===== src/hdl/mie_pkg.sv =====
// Shared types, constants and the microcode program of the modular inverse unit.
// Used by mie_sequencer, mie_datapath and modular_inverse_euclid_unit.
package mie_pkg;

  localparam int unsigned FIELD_W       = 32;
  localparam int unsigned STATUS_W      = 2;
  localparam int unsigned WIDTH_DEFAULT = 32;
  localparam int unsigned PC_W          = 3;

  localparam logic [STATUS_W-1:0] STATUS_OK         = 2'd0;
  localparam logic [STATUS_W-1:0] STATUS_NO_INVERSE = 2'd1;
  localparam logic [STATUS_W-1:0] STATUS_BAD_INPUT  = 2'd2;

  // step addresses of the program
  localparam logic [PC_W-1:0] STEP_IDLE  = 3'd0;
  localparam logic [PC_W-1:0] STEP_CHECK = 3'd1;
  localparam logic [PC_W-1:0] STEP_TEST  = 3'd2;
  localparam logic [PC_W-1:0] STEP_ALIGN = 3'd3;
  localparam logic [PC_W-1:0] STEP_DBL   = 3'd4;
  localparam logic [PC_W-1:0] STEP_ADD   = 3'd5;
  localparam logic [PC_W-1:0] STEP_UPD   = 3'd6;
  localparam logic [PC_W-1:0] STEP_END   = 3'd7;

  typedef enum logic [2:0] {
    OP_NOP,
    OP_LOAD,
    OP_INIT,
    OP_ALIGN,
    OP_DBL,
    OP_ADD,
    OP_UPD,
    OP_FINISH
  } op_e;

  typedef enum logic [2:0] {
    C_NEVER,
    C_ALWAYS,
    C_NO_IN,
    C_BAD,
    C_RC_ZERO,
    C_CAN_SHIFT,
    C_K_NZ,
    C_OUT_BUSY
  } cond_e;

  typedef struct packed {
    op_e              op;
    cond_e            cond;
    logic [PC_W-1:0]  target;
  } uword_t;

  typedef struct packed {
    logic in_valid;
    logic bad;
    logic rc_zero;
    logic can_shift;
    logic k_nz;
    logic out_busy;
  } dp_status_t;

  // branch to target when cond holds, else fall through to pc + 1
  function automatic uword_t ucode_rom(input logic [PC_W-1:0] pc);
    uword_t w;
    unique case (pc)
      STEP_IDLE:  w = '{op: OP_LOAD,   cond: C_NO_IN,     target: STEP_IDLE};
      STEP_CHECK: w = '{op: OP_NOP,    cond: C_BAD,       target: STEP_END};
      STEP_TEST:  w = '{op: OP_INIT,   cond: C_RC_ZERO,   target: STEP_END};
      STEP_ALIGN: w = '{op: OP_ALIGN,  cond: C_CAN_SHIFT, target: STEP_ALIGN};
      STEP_DBL:   w = '{op: OP_DBL,    cond: C_NEVER,     target: STEP_ADD};
      STEP_ADD:   w = '{op: OP_ADD,    cond: C_K_NZ,      target: STEP_DBL};
      STEP_UPD:   w = '{op: OP_UPD,    cond: C_ALWAYS,    target: STEP_TEST};
      STEP_END:   w = '{op: OP_FINISH, cond: C_OUT_BUSY,  target: STEP_END};
      default:    w = '{op: OP_NOP,    cond: C_ALWAYS,    target: STEP_IDLE};
    endcase
    return w;
  endfunction

endpackage


===== src/hdl/mie_sequencer.sv =====
// Microcode sequencer: step counter, program fetch and conditional branch.
// Depends on mie_pkg.
module mie_sequencer (
  input  logic                clk_i,
  input  logic                rst_ni,
  input  mie_pkg::dp_status_t status_i,
  output mie_pkg::uword_t     uword_o
);

  logic [mie_pkg::PC_W-1:0] pc_q, pc_d;
  mie_pkg::uword_t          uw;
  logic                     hit;

  assign uw      = mie_pkg::ucode_rom(pc_q);
  assign uword_o = uw;

  always_comb begin
    unique case (uw.cond)
      mie_pkg::C_NEVER:     hit = 1'b0;
      mie_pkg::C_ALWAYS:    hit = 1'b1;
      mie_pkg::C_NO_IN:     hit = !status_i.in_valid;
      mie_pkg::C_BAD:       hit = status_i.bad;
      mie_pkg::C_RC_ZERO:   hit = status_i.rc_zero;
      mie_pkg::C_CAN_SHIFT: hit = status_i.can_shift;
      mie_pkg::C_K_NZ:      hit = status_i.k_nz;
      mie_pkg::C_OUT_BUSY:  hit = status_i.out_busy;
      default:              hit = 1'b1;
    endcase
    pc_d = hit ? uw.target : pc_q + 1'b1;
  end

  always_ff @(posedge clk_i or negedge rst_ni) begin
    if (!rst_ni) begin
      pc_q <= mie_pkg::STEP_IDLE;
    end else begin
      pc_q <= pc_d;
    end
  end

endmodule


===== src/hdl/mie_datapath.sv =====
// Datapath of the modular inverse unit: remainder, coefficient and divider
// registers, modular add/double/subtract and the output register. Depends on mie_pkg.
module mie_datapath #(
  parameter int unsigned WIDTH = mie_pkg::WIDTH_DEFAULT
) (
  input  logic                          clk_i,
  input  logic                          rst_ni,
  input  mie_pkg::uword_t               uword_i,
  input  logic                          in_valid_i,
  input  logic [mie_pkg::FIELD_W-1:0]   modulus_i,
  input  logic [mie_pkg::FIELD_W-1:0]   value_i,
  output logic                          out_valid_o,
  input  logic                          out_ready_i,
  output logic [mie_pkg::FIELD_W-1:0]   inverse_o,
  output logic [mie_pkg::STATUS_W-1:0]  status_o,
  output mie_pkg::dp_status_t           status_flags_o
);

  localparam int unsigned DW = (WIDTH < mie_pkg::FIELD_W) ? WIDTH : mie_pkg::FIELD_W;
  localparam int unsigned KW = $clog2(DW);

  logic [DW-1:0] n_q, rp_q, rc_q, tp_q, tc_q, rem_q, dv_q, acc_q;
  logic [KW-1:0] k_q;
  logic          bad_q, bit_q;
  logic          out_valid_q;
  logic [mie_pkg::FIELD_W-1:0]  inverse_q;
  logic [mie_pkg::STATUS_W-1:0] status_q;

  logic [DW-1:0] mod_in, val_in;
  logic          bad_in, can_shift, ge_dv, out_busy, out_load;
  logic [DW:0]   dbl_sum, add_sum;
  logic [DW-1:0] dbl_res, add_res, sub_res;

  assign mod_in = DW'(modulus_i);
  assign val_in = DW'(value_i);
  assign bad_in = (mod_in[DW-1:1] == '0) || (val_in == '0) || (val_in >= mod_in);

  assign can_shift = !dv_q[DW-1] && ({dv_q[DW-2:0], 1'b0} <= rem_q);
  assign ge_dv     = rem_q >= dv_q;

  assign dbl_sum = {acc_q, 1'b0};
  assign dbl_res = (dbl_sum >= {1'b0, n_q}) ? DW'(dbl_sum - {1'b0, n_q}) : DW'(dbl_sum);
  assign add_sum = {1'b0, acc_q} + {1'b0, tc_q};
  assign add_res = (add_sum >= {1'b0, n_q}) ? DW'(add_sum - {1'b0, n_q}) : DW'(add_sum);
  assign sub_res = (tp_q >= acc_q) ? tp_q - acc_q : tp_q - acc_q + n_q;

  assign out_busy = out_valid_q && !out_ready_i;
  assign out_load = (uword_i.op == mie_pkg::OP_FINISH) && !out_busy;

  assign status_flags_o = '{in_valid:  in_valid_i,
                            bad:       bad_q,
                            rc_zero:   (rc_q == '0),
                            can_shift: can_shift,
                            k_nz:      (k_q != '0),
                            out_busy:  out_busy};

  always_ff @(posedge clk_i) begin
    case (uword_i.op)
      mie_pkg::OP_LOAD: begin
        if (in_valid_i) begin
          n_q   <= mod_in;
          rp_q  <= mod_in;
          rc_q  <= val_in;
          tp_q  <= '0;
          tc_q  <= DW'(1);
          bad_q <= bad_in;
        end
      end
      mie_pkg::OP_INIT: begin
        rem_q <= rp_q;
        dv_q  <= rc_q;
        k_q   <= '0;
        acc_q <= '0;
      end
      mie_pkg::OP_ALIGN: begin
        if (can_shift) begin
          dv_q <= {dv_q[DW-2:0], 1'b0};
          k_q  <= k_q + 1'b1;
        end
      end
      mie_pkg::OP_DBL: begin
        acc_q <= dbl_res;
        bit_q <= ge_dv;
        if (ge_dv) rem_q <= rem_q - dv_q;
      end
      mie_pkg::OP_ADD: begin
        if (bit_q) acc_q <= add_res;
        dv_q <= {1'b0, dv_q[DW-1:1]};
        k_q  <= k_q - 1'b1;
      end
      mie_pkg::OP_UPD: begin
        rp_q <= rc_q;
        rc_q <= rem_q;
        tp_q <= tc_q;
        tc_q <= sub_res;
      end
      default: begin
      end
    endcase
  end

  always_ff @(posedge clk_i) begin
    if (out_load) begin
      if (bad_q) begin
        inverse_q <= '0;
        status_q  <= mie_pkg::STATUS_BAD_INPUT;
      end else if (rp_q != DW'(1)) begin
        inverse_q <= '0;
        status_q  <= mie_pkg::STATUS_NO_INVERSE;
      end else begin
        inverse_q <= mie_pkg::FIELD_W'(tp_q);
        status_q  <= mie_pkg::STATUS_OK;
      end
    end
  end

  always_ff @(posedge clk_i or negedge rst_ni) begin
    if (!rst_ni) begin
      out_valid_q <= 1'b0;
    end else if (out_load) begin
      out_valid_q <= 1'b1;
    end else if (out_ready_i) begin
      out_valid_q <= 1'b0;
    end
  end

  assign out_valid_o = out_valid_q;
  assign inverse_o   = inverse_q;
  assign status_o    = status_q;

endmodule


===== src/hdl/modular_inverse_euclid_unit.sv =====
// Modular inverse unit, top level: microcode sequencer driving the Euclid datapath.
// Depends on mie_pkg, mie_sequencer and mie_datapath.
//
// Input channel (in_valid_i/in_ready_o) takes one item: modulus_i and value_i.
// Output channel (out_valid_o/out_ready_i) returns one item per input:
// inverse_o and status_o (ok, no inverse, bad input).
// in_ready_o is high only while the sequencer sits at its idle step out of reset.
// Each Euclid step runs one test, the align steps, then for each of the s + 1
// quotient bits a double and an add step, and one update, where s is the bit-length
// gap of the two remainders. A bad input goes from the check step straight to
// the final step. The modular double and the modular add have separate adders.
// The next item is taken only once the sequencer is back at its idle step,
// after the result of the last one has been loaded into the output register.
// The result sits in an output register; the next item is taken while it
// waits. A new result waits at its final step while the receiver stalls.
// Reset puts the sequencer at idle and empties the output register.
module modular_inverse_euclid_unit #(
  parameter int unsigned WIDTH = mie_pkg::WIDTH_DEFAULT
) (
  input  logic                          clk_i,
  input  logic                          rst_ni,
  input  logic                          in_valid_i,
  output logic                          in_ready_o,
  input  logic [mie_pkg::FIELD_W-1:0]   modulus_i,
  input  logic [mie_pkg::FIELD_W-1:0]   value_i,
  output logic                          out_valid_o,
  input  logic                          out_ready_i,
  output logic [mie_pkg::FIELD_W-1:0]   inverse_o,
  output logic [mie_pkg::STATUS_W-1:0]  status_o
);

  mie_pkg::uword_t     uword;
  mie_pkg::dp_status_t flags;

  assign in_ready_o = rst_ni && (uword.op == mie_pkg::OP_LOAD);

  mie_sequencer u_seq (
    .clk_i    (clk_i),
    .rst_ni   (rst_ni),
    .status_i (flags),
    .uword_o  (uword)
  );

  mie_datapath #(
    .WIDTH (WIDTH)
  ) u_dp (
    .clk_i          (clk_i),
    .rst_ni         (rst_ni),
    .uword_i        (uword),
    .in_valid_i     (in_valid_i),
    .modulus_i      (modulus_i),
    .value_i        (value_i),
    .out_valid_o    (out_valid_o),
    .out_ready_i    (out_ready_i),
    .inverse_o      (inverse_o),
    .status_o       (status_o),
    .status_flags_o (flags)
  );

  a_busy_after_accept: assert property (@(posedge clk_i) disable iff (!rst_ni)
    in_valid_i && in_ready_o |=> !in_ready_o)
    else $error("input accepted twice in a row");

  a_fail_zero: assert property (@(posedge clk_i) disable iff (!rst_ni)
    out_valid_o && (status_o != mie_pkg::STATUS_OK) |-> inverse_o == '0)
    else $error("failed result carries a nonzero inverse");

  a_ok_nonzero: assert property (@(posedge clk_i) disable iff (!rst_ni)
    out_valid_o && (status_o == mie_pkg::STATUS_OK) |-> inverse_o != '0)
    else $error("zero inverse reported as ok");

  a_status_code: assert property (@(posedge clk_i) disable iff (!rst_ni)
    out_valid_o |-> (status_o == mie_pkg::STATUS_OK) ||
                    (status_o == mie_pkg::STATUS_NO_INVERSE) ||
                    (status_o == mie_pkg::STATUS_BAD_INPUT))
    else $error("undefined status code");

endmodule


===== config.mk =====
export PLATFORM = sky130hd
export DESIGN_NAME = modular_inverse_euclid_unit
export DESIGN_NICKNAME = d
export VERILOG_FILES = /design/src/hdl/mie_pkg.sv /design/src/hdl/mie_sequencer.sv /design/src/hdl/mie_datapath.sv /design/src/hdl/modular_inverse_euclid_unit.sv
export SDC_FILE = /design/constraint.sdc
export NUM_CORES = 1
export LEC_CHECK = 0
export BUFFER_PORTS_ARGS = -buffer_cell sky130_fd_sc_hd__clkbuf_2
export CORE_MARGIN = 10
export CORE_UTILIZATION = 35
export DETAILED_ROUTE_END_ITERATION = 16
export REMOVE_ABC_BUFFERS = 1
export SYNTH_ARGS = -nofsm -noshare
export SYNTH_HDL_FRONTEND = slang
export SYNTH_SLANG_ARGS = --single-unit

===== constraint.sdc =====
create_clock -name clk_i -period 5.9 [get_ports clk_i]
set_clock_uncertainty 0.2 [all_clocks]
set_input_delay 0.59 -clock clk_i [delete_from_list [all_inputs] [get_ports clk_i]]
set_output_delay 0.59 -clock clk_i [all_outputs]
set_load 0.05 [all_outputs]

Yosys cells after proc, flatten, opt, wreduce, memory -nomap -nowiden. Memory sizes are Yosys's and may differ from the RTL's. Index checks and enable logic that the tools add are counted.

$add $sub $neg: 9. Reductions and logical operators: 26. $lt $le $gt $ge: 6. Multiplexer cells: 24. Equal/unequal tests: 19.

Operators with widths (count): $mux 32 (10); $pmux 32 s2 (5); $pmux 32 s3 (2); $sub 32x32->32 (4); $ge 32x32->1 (3); $ge 33x32->1 (2); $logic_not 32->1 (2); $add 32x32->33 (1); $add 32x32->32 (1); $le 32x32->1 (1); $ne 32x1->1 const B (1); $logic_not 31->1 (1); $eq 3x3->1 const B (8); $pmux 5 s3 (1); $eq 3x2->1 const B (4); $reduce_and 2->1 (5); $pmux 1 s8 (1); $eq 3x1->1 const B (2); $ne 2x1->1 const B (3); $reduce_bool 2->1 (3); $reduce_bool 3->1 (2); $add 5x1->5 const B (1); $mux 5 (1); $reduce_bool 5->1 (1); other kinds (10) (19).

Memories: 1. Bits of input ports: 68. ROM bits: 72. Word-level logic and storage cells: 100. Register bits: 301.

Memories: (no name shown) (depth 8, width 9, read ports 1, clocked after memory_dff 0, write ports 0, RTL line mie_pkg.sv:64) `unique case (pc)`.

Depth between registers and ports, before layout.
Depth in word-level cells: 5. Gate-level depth with buffers: 24. Gate-level depth less buffers: 24.

By module. From an unflattened synthesis, not the netlist that was laid out.

Cell total of the unflattened synthesis: 2676. Area total of the unflattened synthesis: 24497.2 µm².

Modules (own cells, without submodules): mie_datapath (cells each 2638, times used 1, seq. area each 8943.6 µm², area each 24178.2 µm²); mie_sequencer (cells each 37, times used 1, seq. area each 75.1 µm², area each 306.5 µm²); modular_inverse_euclid_unit (cells each 1, times used 1, seq. area each 0.0 µm², area each 12.5 µm²).

Worst setup path after synthesis. No wires, ideal clock.

Path kind: reg-to-reg. Start: reg u_dp.tp_q[0]. End: reg u_dp.tc_q[31] (data pin). Setup time: 0.255 ns. Required time: 5.445 ns. Buffers on the path: 1. Setup slack: 0.817 ns. Arrival time: 4.628 ns. Clock period less this slack: 5.083 ns. Stages on the path, launching flop included: 24. Cell sequence: edfxtp_1 inv_1 ha_1 inv_1 fa_1 a211oi_1 o21ai_0 a31o_2 a21o_1 a21boi_0 o21bai_1 xor2_1 ha_1 clkbuf_1 a21o_1 a221oi_1 a21oi_1 o21a_1 a211oi_1 o21ai_1 a31oi_1 mux2i_1 xnor2_1 and2_1.

Word-level cells in the longest chain between the ends: 4. Elaborated cells between the ends (all ways): 5.

Ends and longest elaborated chain: from (decl) (RTL line mie_datapath.sv:22) `logic [DW-1:0] n_q, rp_q, rc_q, tp_q, tc_q, rem_q, dv_q, acc_q;`; from (signal assigned) (RTL line mie_datapath.sv:94) `tp_q <= tc_q;`; $sub 32x32->32 (RTL line mie_datapath.sv:45) `assign sub_res = (tp_q >= acc_q) ? tp_q - acc_q : tp_q - acc_q + n_q;`; $add 32x32->32 (RTL line mie_datapath.sv:45); $mux 32 (*) (RTL line mie_datapath.sv:45); $pmux 32 s2 (*) (RTL line mie_datapath.sv:58) `case (uword_i.op)`; to (signal assigned) (RTL line mie_datapath.sv:95) `tc_q <= sub_res;`; to (decl) (RTL line mie_datapath.sv:22).

Every way passes the cells marked *; elsewhere a longest branch is shown, timed or not. A chain may end at the register's enable or synchronous reset.

Worst setup path in the final report.
Start: reg u_dp.acc_q[0]. End: reg u_dp.acc_q[30] (data pin).

Word-level cells in the longest chain between the ends: 5. Elaborated cells between the ends (all ways): 9.

Ends and longest elaborated chain: from (decl) (RTL line mie_datapath.sv:22); from (signal assigned) (RTL line mie_datapath.sv:82) `acc_q <= dbl_res;`; from (signal assigned) (RTL line mie_datapath.sv:87) `if (bit_q) acc_q <= add_res;`; $add 32x32->33 (RTL line mie_datapath.sv:43) `assign add_sum = {1'b0, acc_q} + {1'b0, tc_q};`; $sub 32x32->32 / $ge 33x32->1 (equally long branches) (RTL line mie_datapath.sv:44) `assign add_res = (add_sum >= {1'b0, n_q}) ? DW'(add_sum - {1'b0, n_q}) : DW'(add_sum);`; $mux 32 (RTL line mie_datapath.sv:44); $mux 32 (RTL line mie_datapath.sv:87); $pmux 32 s3 (*) (RTL line mie_datapath.sv:58).

Every way passes the cells marked *; elsewhere a longest branch is shown, timed or not. The select of a mux whose other input is x is not followed.

==> impl_metrics.py <==
metrics = {
    "status": {
        "status": "completed",
    },
    "grt": {
        "grt_max_degree": 89,
        "gr-usage-all-layers": 0.198,
        "grt_antenna_before_repair": 1,
        "grt_pass1_wl_um": 125000,
        "grt_pass1_vias": 20800,
        "grt-ovfl-total": 0,
    },
    "synthesis": {
        "synth_cells": 2591,
        "synthDistinctLibCells": 81,
        "synth-compound-area-share": 0.213,
        "synth_top_family_by_area": "compound AO/OA/AOI/OAI gates",
        "ys_async_sr_fraction": 0.0133,
        "synth_xor_xnor_area_share": 0.0579,
        "netlist_area_mm2": 0.0242,
        "synth-edff-count": 297,
        "synth-adder-area-share": 0.140,
        "synth-simple-area-share": 0.144,
        "synth_mux_area_frac": 0.0254,
        "yosysSeqAreaShare": 0.373,
        "synth.ff_latch_count": 301,
        "synth_flop_cell": "edfxtp_1",
        "yosys_warnings": 0,
        "syn_area_per_cell_um2": 9.34,
    },
    "placed_design": {
        "portBuffers": 103,
        "place_congestion": 0.948,
        "place_inst": 3594,
        "dpl.hpwl_um": 64200,
    },
    "critical_path": {
        "r2r_end": "u_dp.acc_q[30]",
        "reg2reg_depth": 22,
        "critPathArrivalTime_ns": 5.84,
        "crit_top_cell": "a21o_1",
        "path_buf_inv": 2,
        "cp_max_fo": 7,
        "slowest_delay_ns": 0.42,
        "crit_path_end_kind": "flop",
        "crit_type": "reg -> reg",
        "path_cells": "ha_1, inv_1, fa_1, nor2b_1, o31a_1, a21bo_2, o211ai_2, o31ai_2, buf_4, a31oi_1, xnor2_1, ha_1, nand2_1, nand2_1, a21o_1, a21o_1, a21o_1, a311oi_2, o221ai_4, and2_1, a22o_1, a311o_1",
        "cp-start-kind": "flop",
        "critPathSlowestCell": "edfxtp_1",
        "reg2reg_from": "u_dp.acc_q[0]",
        "worst_ep_required_time_ns": 6.04,
        "ff2ff_setup_slack_ns": 0.21,
        "crit_family": "compound AO/OA/AOI/OAI gates",
    },
    "timing": {
        "slew-limit-headroom": 0.213,
        "finalCriticalPeriod_ns": 5.69,
        "fin_worst_hold_slack_ns": 0.0279,
        "slew_violations": 0,
        "rsz0062_at_grt": "no",
        "worst_pin_slew_ns": 1.17,
        "clock.fmax_ghz": 0.176,
        "period_share": 0.965,
        "hold_viol": 0,
        "report.final.setup_viol": 0,
    },
    "detailed_routing": {
        "dr.pass1.iters": 6,
        "drt_iter0_drc": 2077,
        "wl_um": 82300,
        "viasPerCell": 5.71,
        "wl_per_cell_um": 22.4,
        "wl_met2_um": 38900,
        "final_antenna_net_count": 0,
        "routedLengthMet1_um": 34500,
        "met3_length_um": 5000,
        "top_layer": "met5",
        "drc_errors": 0,
        "vias": 21000,
    },
    "floorplan": {
        "io_pins": 104,
        "dieArea_mm2": 0.0801,
        "coreArea_mm2": 0.0686,
        "initial_core_util": 0.353,
        "die_w_um": 283,
        "rows": 96,
        "die_h_um": 283,
    },
    "cells_and_area": {
        "num-fill-cells": 6780,
        "final_util": 0.399,
        "final_cell_count_no_fill": 3668,
        "final_common_cell": "edfxtp_1",
        "nets": 3041,
        "area_delta_synth_final_pct": 13.2,
        "drive_above_1_share": 0.0899,
        "diodes": 0,
        "mostFrequentLayoutCells": "edfxtp_1 (297), ha_1 (260), inv_1 (219)",
    },
    "clocking": {
        "h-tree-depth": 2,
        "clk_pin_slew_ns": 0.06,
        "post_cts_buffers": 0,
        "cts.path.max_buffers": 3,
        "cts_tree": "done",
        "cts.sinks": 301,
        "clk_latency_ns": 0.59,
        "cts_buffers": 39,
        "cts.root.buffer_cell": "clkbuf_16",
    },
    "min_path": {
        "hold_depth": 1,
        "hold_start": "modulus_i[0]",
        "hold_end": "u_dp.n_q[0]",
        "min_path_type": "in -> reg",
    },
    "run": {
        "cap_viol_max_count": 0,
    },
}
## kinds of logic (layout without fill, tap and decap cells)
group / Yosys count / in the layout
AOI/OAI and AO/OA: 786 / 786
and+or+nand+nor: 722 / 722
DFF: 301 / 301
buffers and inverters: 294 / 440
adders and majority gates: 267 / 267
xor gates and xnor gates: 160 / 160
muxes: 61 / 61
## sequential cells by signal, indices dropped and copies added (netlist names), 3 cells and up
| register | cells |
|---|---|
| u_dp.rem_q | 32 |
| u_dp.acc_q | 32 |
| u_dp.dv_q | 32 |
| u_dp.rp_q | 32 |
| u_seq.pc_q | 3 |
| u_dp.tp_q | 32 |
| u_dp.n_q | 32 |
| u_dp.k_q | 5 |
| u_dp.tc_q | 32 |
| u_dp.rc_q | 32 |
| u_dp.inverse_o | 32 |
## cell usage after synthesis, types with 18 or more instances
cell      count  area (um^2)
o22ai_1      18          113
nand3_1      49          245
xor2_1       61          534
clkbuf_1     60          225
nor4_1       37          231
and3_1       21          131
nand2_1     206          773
nor2_1      166          623
and2_1       78          488
nor2b_1      18          113
a221o_1      39          390
a21oi_1     167          836
o21bai_1     27          203
nand4_1      44          275
o21ai_1      27          135
a21o_1      122          916
ha_1        260         3250
xnor2_1      99          867
a211oi_1     40          300
nor3_1       47          235
o21ai_0     187          936
edfxtp_1    297         8920
inv_1       219          822
o21a_1       24          180
mux2i_1      58          581
nand2b_1     20          125
## worst register-to-register path, stage by stage, from the launching register on
cell      delay [ns]
edfxtp_1        0.42
ha_1            0.22
inv_1           0.06
fa_1            0.41
nor2b_1         0.16
o31a_1          0.22
a21bo_2         0.25
o211ai_2        0.17
o31ai_2         0.38
buf_4           0.20
a31oi_1         0.10
xnor2_1         0.25
ha_1            0.33
nand2_1         0.10
nand2_1         0.05
a21o_1          0.19
a21o_1          0.20
a21o_1          0.18
a311oi_2        0.33
o221ai_4        0.25
and2_1          0.26
a22o_1          0.24
a311o_1         0.27
## worst max path at each step
stage / cells after the start / startpoint / end
5_1_grt: 22 / u_dp.acc_q[0] / u_dp.acc_q[30]
2_1_floorplan: 21 / u_dp.acc_q[0] / u_dp.acc_q[30]
6_report: 22 / u_dp.acc_q[0] / u_dp.acc_q[30]
3_5_place_dp: 22 / u_dp.acc_q[0] / u_dp.acc_q[30]
3_3_place_gp: 22 / u_dp.acc_q[0] / u_dp.acc_q[30]
4_1_cts: 22 / u_dp.acc_q[0] / u_dp.acc_q[30]
## through the flow
stage               setup WS, ns  TNS, ns  instance area, um^2
floorplan                 -0.584   -10.29                23900
global placement           0.248        0                26000
detailed placement         0.166        0                26000
CTS                        0.118        0                27400
global route             0.00147        0                27400
finish                     0.205        0                27400
## what timing repair did
action	4_1_cts	5_1_grt
gates resized for setup	0	6
hold buffers	2	0
setup endpoints to repair	0	29
hold endpoints to repair	5	0
## layer usage
layer | up-vias | track usage
met5 | - | 0
met4 | 2 | 0.0857
met3 | 200 | 0.0289
met2 | 770 | 0.334
met1 | 10100 | 0.248
li1 | 9863 | -
## cell type report
type | instances | area (um^2) | share of cell area
multi-input cells | 1996 | 14200 | 0.517
flip-flops and latches | 301 | 9020 | 0.329
well taps | 931 | 1160 | 0.0425
clock buffers | 45 | 998 | 0.0365
repair buffers | 146 | 881 | 0.0322
inverters | 222 | 833 | 0.0304
clock inverters | 27 | 329 | 0.0120
Power is left out: the tool's default activity adds up to more than one toggle a clock period on the data nets, which glitch-free logic cannot reach.
